## src/rtl/stack_machine_executor_defines.svh

```systemverilog
// Assertion helpers for the executor RTL.
`ifndef STACK_MACHINE_EXECUTOR_DEFINES_SVH
`define STACK_MACHINE_EXECUTOR_DEFINES_SVH

// Property checked at every rising clock edge outside reset.
`define SME_ASSERT(label, prop, msg) \
  label: assert property (@(posedge clk) disable iff (rst) (prop)) else $error(msg);

// Antecedent in one cycle implies consequent in the next.
`define SME_ASSERT_NEXT(label, ante, cons, msg) \
  label: assert property (@(posedge clk) disable iff (rst) (ante) |=> (cons)) else $error(msg);

`endif

```

## src/rtl/sme_pkg.sv

```systemverilog
`default_nettype none
package sme_pkg;

  localparam int STACK_DEPTH = 64;
  localparam int SP_W        = $clog2(STACK_DEPTH + 1);
  localparam int ADDR_W      = $clog2(STACK_DEPTH);

  localparam int WORD_W      = 32;
  localparam int OP_W        = 4;
  localparam int DEPTH_W     = 7;
  localparam int ST_W        = 2;
  localparam int IN_TDATA_W  = 40;
  localparam int OUT_TDATA_W = 48;

  localparam int DIV_STEPS   = WORD_W;
  localparam int DIV_CNT_W   = $clog2(DIV_STEPS);

  typedef enum logic [OP_W-1:0] {
    OP_CONST = 4'd0,
    OP_ADD   = 4'd1,
    OP_SUB   = 4'd2,
    OP_MUL   = 4'd3,
    OP_DIV   = 4'd4,
    OP_MAX   = 4'd5,
    OP_MIN   = 4'd6,
    OP_NEG   = 4'd7,
    OP_DUP   = 4'd8,
    OP_SWAP  = 4'd9
  } op_t;

  typedef enum logic [ST_W-1:0] {
    ST_OK    = 2'd0,
    ST_UNDER = 2'd1,
    ST_OVER  = 2'd2,
    ST_DIVZ  = 2'd3
  } status_t;

  typedef enum logic [8:0] {
    S_IDLE     = 9'b000000001,
    S_RD_A     = 9'b000000010,
    S_RD_B     = 9'b000000100,
    S_EXEC     = 9'b000001000,
    S_DIV      = 9'b000010000,
    S_DIV_SIGN = 9'b000100000,
    S_WR       = 9'b001000000,
    S_WR2      = 9'b010000000,
    S_FINISH   = 9'b100000000
  } state_t;

endpackage
`default_nettype wire

```

## src/rtl/stack_machine_executor.sv

```systemverilog
// Stack machine executor.
// Input stream (s_*): one instruction per transfer, opcode and push word.
// Output stream (m_*): one result per instruction: new top of stack, depth
// and status (ok, underflow, overflow, divide by zero; on error the stack
// is untouched).
// The stack lives in a RAM with one write port and a registered read port.
// Each item is handled by a sequencer: read top, read next, execute on the
// ALU or the divider, write, finish. Errors and unknown opcodes skip the
// write; swap writes the RAM twice; div runs one quotient bit per cycle
// over 32 steps plus a sign fixup.
// The input is taken one item at a time; s_tready is high when the
// sequencer is idle, including while a finished result waits on m_tready.
// The next result waits in its last step until the output register frees.
// Reset empties the stack (depth zero) and drops any pending result;
// the RAM itself is not cleared.
`default_nettype none
module stack_machine_executor (
  input  wire logic                             clk,
  input  wire logic                             rst,
  input  wire logic                             s_tvalid,
  output logic                                  s_tready,
  // [3:0] operation, [35:4] push_value
  input  wire logic [sme_pkg::IN_TDATA_W-1:0]   s_tdata,
  output logic                                  m_tvalid,
  input  wire logic                             m_tready,
  // [31:0] top_value, [38:32] stack_depth, [40:39] status
  output logic [sme_pkg::OUT_TDATA_W-1:0]       m_tdata
);
  import sme_pkg::*;

  `include "stack_machine_executor_defines.svh"

  state_t state;

  logic [OP_W-1:0]   op;
  logic [WORD_W-1:0] val;
  logic [SP_W-1:0]   sp;
  logic [SP_W-1:0]   sp_new;
  logic [WORD_W-1:0] a;
  logic [WORD_W-1:0] b;
  logic [WORD_W-1:0] r;
  logic [WORD_W-1:0] top;
  status_t           st;
  logic [ADDR_W-1:0] waddr;

  // stack RAM
  logic [WORD_W-1:0] mem [STACK_DEPTH];
  logic [ADDR_W-1:0] raddr;
  logic [WORD_W-1:0] rdata;
  logic              wen;
  logic [ADDR_W-1:0] wen_addr;
  logic [WORD_W-1:0] wen_data;

  // divider
  logic [WORD_W:0]      rem;
  logic [WORD_W-1:0]    quo;
  logic [WORD_W-1:0]    dvs;
  logic [DIV_CNT_W-1:0] cnt;
  logic                 qneg;
  logic [WORD_W:0]      shifted;
  logic [WORD_W:0]      diff;

  // output register
  logic [WORD_W-1:0]  out_top;
  logic [DEPTH_W-1:0] out_depth;
  status_t            out_status;

  logic [SP_W-1:0] sp_m1;
  logic [SP_W-1:0] sp_m2;
  logic            need_two;
  logic            need_one;
  logic            known;
  logic            full;
  logic            out_free;
  status_t         exec_st;
  logic [WORD_W-1:0] alu;
  logic [WORD_W-1:0] abs_a;
  logic [WORD_W-1:0] abs_b;

  assign sp_m1 = sp - SP_W'(1);
  assign sp_m2 = sp - SP_W'(2);
  assign full  = (sp >= SP_W'(STACK_DEPTH));
  assign out_free = !m_tvalid || m_tready;

  assign s_tready = (state == S_IDLE);
  assign m_tdata  = {{(OUT_TDATA_W - WORD_W - DEPTH_W - ST_W){1'b0}},
                     out_status, out_depth, out_top};

  always_comb begin
    raddr = sp_m1[ADDR_W-1:0];
    if (state == S_RD_B) begin
      raddr = sp_m2[ADDR_W-1:0];
    end
  end

  always_comb begin
    wen      = 1'b0;
    wen_addr = waddr;
    wen_data = r;
    if (state == S_WR) begin
      wen = 1'b1;
    end else if (state == S_WR2) begin
      wen      = 1'b1;
      wen_addr = sp_m1[ADDR_W-1:0];
      wen_data = b;
    end
  end

  always_ff @(posedge clk) begin
    if (wen) begin
      mem[wen_addr] <= wen_data;
    end
    rdata <= mem[raddr];
  end

  // Operand needs and status, evaluated in the execute step (b is rdata).
  always_comb begin
    need_two = 1'b0;
    need_one = 1'b0;
    known    = 1'b1;
    case (op)
      OP_CONST: ;
      OP_ADD, OP_SUB, OP_MUL, OP_DIV, OP_MAX, OP_MIN, OP_SWAP: need_two = 1'b1;
      OP_NEG, OP_DUP: need_one = 1'b1;
      default: known = 1'b0;
    endcase
  end

  always_comb begin
    exec_st = ST_OK;
    if ((need_two && sp < SP_W'(2)) || (need_one && sp == '0)) begin
      exec_st = ST_UNDER;
    end else if ((op == OP_CONST || op == OP_DUP) && full) begin
      exec_st = ST_OVER;
    end else if (op == OP_DIV && rdata == '0) begin
      exec_st = ST_DIVZ;
    end
  end

  // Shared ALU
  always_comb begin
    case (op)
      OP_CONST: alu = val;
      OP_ADD:   alu = a + rdata;
      OP_SUB:   alu = a - rdata;
      OP_MUL:   alu = a * rdata;
      OP_MAX:   alu = ($signed(a) > $signed(rdata)) ? a : rdata;
      OP_MIN:   alu = ($signed(a) < $signed(rdata)) ? a : rdata;
      OP_NEG:   alu = '0 - a;
      OP_DUP:   alu = a;
      OP_SWAP:  alu = a;
      default:  alu = a;
    endcase
  end

  assign abs_a   = a[WORD_W-1] ? ('0 - a) : a;
  assign abs_b   = rdata[WORD_W-1] ? ('0 - rdata) : rdata;
  assign shifted = {rem[WORD_W-1:0], quo[WORD_W-1]};
  assign diff    = shifted - {1'b0, dvs};

  always_ff @(posedge clk) begin
    if (rst) begin
      state    <= S_IDLE;
      sp       <= '0;
      m_tvalid <= 1'b0;
    end else begin
      // the finish step reloads the output register on its own
      if (m_tvalid && m_tready && state != S_FINISH) begin
        m_tvalid <= 1'b0;
      end
      case (state)
        S_IDLE: begin
          if (s_tvalid) begin
            op    <= s_tdata[OP_W-1:0];
            val   <= s_tdata[OP_W +: WORD_W];
            state <= S_RD_A;
          end
        end
        S_RD_A: state <= S_RD_B;
        S_RD_B: begin
          a     <= rdata;
          state <= S_EXEC;
        end
        S_EXEC: begin
          b  <= rdata;
          st <= exec_st;
          if (exec_st != ST_OK || !known) begin
            top   <= (sp != '0) ? a : '0;
            state <= S_FINISH;
          end else if (op == OP_DIV) begin
            rem   <= '0;
            quo   <= abs_a;
            dvs   <= abs_b;
            qneg  <= a[WORD_W-1] ^ rdata[WORD_W-1];
            cnt   <= '0;
            waddr <= sp_m2[ADDR_W-1:0];
            sp_new <= sp_m1;
            state <= S_DIV;
          end else begin
            r     <= alu;
            state <= S_WR;
            case (op)
              OP_CONST, OP_DUP: begin
                waddr  <= sp[ADDR_W-1:0];
                sp_new <= sp + SP_W'(1);
              end
              OP_NEG: begin
                waddr  <= sp_m1[ADDR_W-1:0];
                sp_new <= sp;
              end
              OP_SWAP: begin
                waddr  <= sp_m2[ADDR_W-1:0];
                sp_new <= sp;
              end
              default: begin
                waddr  <= sp_m2[ADDR_W-1:0];
                sp_new <= sp_m1;
              end
            endcase
          end
        end
        S_DIV: begin
          if (!diff[WORD_W]) begin
            rem <= diff;
            quo <= {quo[WORD_W-2:0], 1'b1};
          end else begin
            rem <= shifted;
            quo <= {quo[WORD_W-2:0], 1'b0};
          end
          cnt <= cnt + DIV_CNT_W'(1);
          if (cnt == DIV_CNT_W'(DIV_STEPS - 1)) begin
            state <= S_DIV_SIGN;
          end
        end
        S_DIV_SIGN: begin
          r     <= qneg ? ('0 - quo) : quo;
          state <= S_WR;
        end
        S_WR: begin
          sp  <= sp_new;
          top <= r;
          if (op == OP_SWAP) begin
            state <= S_WR2;
          end else begin
            state <= S_FINISH;
          end
        end
        S_WR2: begin
          top   <= b;
          state <= S_FINISH;
        end
        S_FINISH: begin
          if (out_free) begin
            out_top    <= top;
            out_depth  <= DEPTH_W'(sp);
            out_status <= st;
            m_tvalid   <= 1'b1;
            state      <= S_IDLE;
          end
        end
        default: state <= S_IDLE;
      endcase
    end
  end

  `SME_ASSERT(a_sp_bound, sp <= SP_W'(STACK_DEPTH), "stack pointer beyond depth")
  `SME_ASSERT_NEXT(a_accept_seq, s_tvalid && s_tready, state == S_RD_A, "accept did not start read")
  `SME_ASSERT(a_sp_only_on_write, (!$past(rst) && sp != $past(sp)) |-> $past(state) == S_WR, "stack pointer moved outside write step")
  `SME_ASSERT(a_out_from_finish, $rose(m_tvalid) |-> $past(state) == S_FINISH, "result shown without finishing an item")

endmodule
`default_nettype wire

```

## config.mk

```make
export PLATFORM = sky130hd
export DESIGN_NAME = stack_machine_executor
export DESIGN_NICKNAME = d
export VERILOG_FILES = /design/src/rtl/sme_pkg.sv /design/src/rtl/stack_machine_executor.sv
export VERILOG_INCLUDE_DIRS = /design/src /design/src/rtl
export SDC_FILE = /design/constraint.sdc
export NUM_CORES = 2
export LEC_CHECK = 0
export BUFFER_PORTS_ARGS = -buffer_cell sky130_fd_sc_hd__buf_2
export CAP_MARGIN = 20
export CORE_ASPECT_RATIO = 1.5
export CORE_MARGIN = 2
export CORE_UTILIZATION = 35
export CTS_CLUSTER_SIZE = 24
export DETAILED_ROUTE_END_ITERATION = 8
export HOLD_SLACK_MARGIN = 0.06
export PLACE_DENSITY = 0.59
export SYNTH_ARGS = -nofsm -noshare
export SYNTH_HDL_FRONTEND = slang
export SYNTH_SLANG_ARGS = --single-unit
```

## constraint.sdc

```tcl
create_clock -name clk -period 9.27 [get_ports clk]
set_input_delay 1.854 -clock clk [delete_from_list [all_inputs] [get_ports clk]]
set_output_delay 1.854 -clock clk [all_outputs]
set_load 0.03 [all_outputs]
```

==> flow_summary_export.csv <==
group,metric,value,unit
drt,antenna_left,0,
placement,estimated_wirelength_of_the_detail_placed_design,253,mm
clocking,cts-resized-gates,0,
finish,nNetsFinal,9732,
clocking,cts.clk_slew.worst_paths,0.07,ns
floorplanning,die_height,715,µm
worst_setup_path,r2r_cells,28,
yosys,avgSynthCellArea,13.1,µm²
pwr,irDropWorstVdd,0.000249,V
yosys,synth_xor_area_share,1.77,%
worst_setup_path,path_common_cell,"sky130_fd_sc_hd__fa_1",
global_route,grt_pass1_vias,77800,
yosys,number_of_unique_standard_cell_types_used_by_synthesis,83,
yosys,synth_top_cells_by_count,"sky130_fd_sc_hd__edfxtp_1 (2,370), sky130_fd_sc_hd__nand2_1 (1,779), sky130_fd_sc_hd__inv_1 (521)",
worst_setup_path,startpoint_type,"register",
worst_setup_path,reg2reg_slack,0.53,ns
hold_path,worst_hold_path_ep,"out_top[10]",
global_route,antenna_violations_before_repair,23,
pwr,fin_total_pwr,0.0247,W
hold_path,worst_hold_path.num_cells,0,
drt,post_drt_via_cell_ratio,5.59,
clocking,postCtsSetupRepairBufs,0,
yosys,synth_edf_count,2370,
yosys,combinational_family_with_the_most_area_after_synthesis,"simple AND/OR/NAND/NOR gates",
clocking,tritoncts_clock_tree,"built",
sta,report.final.slew_viol_count,0,
clocking,cts_num_sinks,2419,
yosys,synth_compound_area_share,7.16,%
worst_setup_path,worst_path_largest_cell_delay,1.15,ns
floorplanning,std_cell_rows,261,
yosys,synth_ff_type,"sky130_fd_sc_hd__edfxtp_1",
sta,max-slew-margin-rel,13.6,%
hold_path,hold_path_class,"reg2reg",
clocking,postCtsHoldBufs,0,
global_route,global_route.overflow_total,0,
sta,clock_skew,0.0967,ns
worst_setup_path,critical_path.n_buffers_inverters,7,
sta,setup_viol,0,
pwr,power_density,186,nW/µm²
clocking,cts_made_buffers,219,
yosys,post_synth_fa_ha_maj_area_fraction,9.42,%
worst_setup_path,timing.setup.critical_path_class,"reg2reg",
yosys,post_synth_mux_area_share,5.30,%
yosys,synth_largest_area_cell,"sky130_fd_sc_hd__edfxtp_1",
status,outcome,"finished, violations left",
finish,stdcell_area,132000,µm²
run,max_cap_viol,0,
clocking,clock_insertion_delay_worst_skew,0.93,ns
drt,detail_route.wl_per_cell,28.7,µm
sta,finalHoldViolCount,0,
sta,final_hold_slack,0.416,ns
floorplanning,dieWidth,478,µm
sta,clock_period_minus_final_worst_setup_slack,8.74,ns
finish,layout_cell_share_with_drive_strength_beyond_1,12.5,%
yosys,synth_top_area_share,60.3,%
yosys,ys_async_sr_fraction,0,%
yosys,ys.warnings.count,0,
placement,place_congestion,0.971,
clocking,cts_root_buffer,"sky130_fd_sc_hd__clkbuf_16",
yosys,syn_area,118000,µm²
placement,place.port_buffers,82,
worst_setup_path,critPathSlowestCell,"sky130_fd_sc_hd__dfxtp_1",
worst_setup_path,critPathMaxFanout,14,
worst_setup_path,worst_r2r_startpoint,"rdata[2]",
sta,clock.fmax,0.114,GHz
yosys,postSynthCellCount,8979,
clocking,htree_num_levels,4,
pwr,total_leakage_power,46.6,nW
clocking,clock_tree.buffer_depth,4,
worst_setup_path,critical_path_arrival,9.35,ns
worst_setup_path,endpoint_of_the_worst_slack_reg_to_reg_timing_path,"r[31]",
finish,fillers,31100,
finish,area.growth.synth_to_final,12.2,%
sta,final_cycle_share,94.3,%
worst_setup_path,critPathRequiredTime,9.88,ns
drt,via_count,76600,
worst_setup_path,critical_path.top_delay_family,"adder cells",
floorplanning,io_pins,94,
finish,end_of_flow_core_utilization,39.4,%
drt,drt-total-wl,393,mm
yosys,synth-simple-area-share,11.6,%
yosys,synth.most_common_cell,"sky130_fd_sc_hd__edfxtp_1",
sta,worst_slew_pin_slew,1.29,ns
global_route,grt_max_degree,139,
drt,detailedRoute.firstIterationViolations,7629,
yosys,postSynthRegisterBits,2419,
placement,placed_cell_area,125000,µm²
sta,setup_tns,0,ns
drt,drt_drc_violations_left,3,
yosys,synth_seq_area_share,61.2,%
status,violations_in_the_final_reports,"design-rule violations",
floorplanning,die_area,342000,µm²
worst_setup_path,cp-end-kind,"register",
global_route,grt_pass1_wl,558,mm
floorplanning,core_region_area,336000,µm²
drt,drt-pass1-iter-count,9,
hold_path,timing.hold.worst.start,"top[10]",
sta,grt_setup_unrepaired,"false",
yosys,synth_area_leaders,"sky130_fd_sc_hd__edfxtp_1 (60%), sky130_fd_sc_hd__fa_1 (7.0%), sky130_fd_sc_hd__nand2_1 (5.7%), sky130_fd_sc_hd__mux4_2 (4.9%), sky130_fd_sc_hd__ha_1 (2.4%)",
global_route,track_usage,22.5,%
floorplanning,floorplan.initialDensity,35.1,%
==> area by class of cell <==
type                            instances  area (µm²)  area share (%)
Antenna cell                           12        30.0          0.0227
Inverter                              524        1970            1.49
Timing Repair Buffer                  422        3210            2.42
Sequential cell                      2419       72200            54.5
Multi-Input combinational cell       5461       42400            32.0
Clock buffer                          257        5650            4.27
Tap cell                             4471        5590            4.23
Clock inverter                        142        1350            1.02
==> how the worst max path moves through the flow <==
| stage | startpoint | to | slack, ns | cells past startpoint |
|---|---|---|---|---|
| 6_report | rdata[2] | r[31] | 0.53 | 28 |
| 3_5_place_dp | rdata[2] | r[31] | 0.68 | 26 |
| 5_1_grt | rdata[2] | r[31] | 0.35 | 28 |
| 2_1_floorplan | rdata[5] | cnt[0] | 1.45 | 11 |
| 3_3_place_gp | rdata[2] | r[31] | 0.60 | 28 |
| 4_1_cts | rdata[2] | r[31] | 0.61 | 26 |
==> flip-flops by register name (all words and copies together) (netlist names), 4 cells and up <==
signal	cells
sp	7
mem	2048
val	32
waddr	6
out_depth	7
r	32
rdata	32
a	32
sp_new	7
op	4
quo	32
b	32
cnt	5
state	9
top	32
rem	32
out_top	32
dvs	32
==> worst register-to-register path, delay by kind of cell (launching register included) <==
family | cells | cell delay [ns]
compound gates | 9 | 1.76
xor+xnor | 1 | 0.15
fa+ha+maj | 9 | 4.20
buf+inv | 7 | 0.84
flops | 1 | 1.15
simple gates | 2 | 0.38
==> cell families after synthesis <==
logic type                 count (synthesis)
adders and majority gates                641
and+or+nand+nor                         3103
muxes                                    301
xor gates and xnor gates                 239
buffers and inverters                   1105
AOI/OAI and AO/OA                       1170
other                                      1
DFF                                     2419
==> power by group <==
part / internal, W / total [W] / switching, W / leakage [nW]
sequential: 0.0119 / 0.0119 / 0.0000441 / 21.7
combinational: 0.00144 / 0.00365 / 0.00221 / 21.5
clock: 0.00499 / 0.00911 / 0.00412 / 3.42
total: 0.0183 / 0.0247 / 0.00638 / 46.6
==> layout by cell type, fill, tap and decap left out, types with 147 or more instances in the layout <==
master	n
sky130_fd_sc_hd__edfxtp_1	2370
sky130_fd_sc_hd__nand2_1	1747
sky130_fd_sc_hd__inv_1	521
sky130_fd_sc_hd__fa_1	411
sky130_fd_sc_hd__nand3_1	330
sky130_fd_sc_hd__buf_4	320
sky130_fd_sc_hd__nor2_1	284
sky130_fd_sc_hd__a311oi_1	265
sky130_fd_sc_hd__mux4_2	258
sky130_fd_sc_hd__and2_1	244
sky130_fd_sc_hd__ha_1	230
sky130_fd_sc_hd__clkbuf_16	220
sky130_fd_sc_hd__a21oi_1	211
sky130_fd_sc_hd__o21ai_0	170
sky130_fd_sc_hd__xnor2_1	147
==> through the flow <==
stage               setup WS (ns)  cells
floorplan                    1.45   8985
global placement            0.600  13300
detailed placement          0.683  13300
CTS                         0.613  13700
global route                0.346  13700
finish                      0.529  13700
==> per-layer routing <==
layer  vias to the layer above  GRT usage, %  share of wire (%)
li1                      32800             -                  -
met1                     39500          24.8                 35
met2                      3321          40.1                 51
met3                       984          3.00                6.1
met4                         4          15.6                8.2
met5                         -             0             0.0069
No activity file was read; power rests on OpenSTA's default activity.
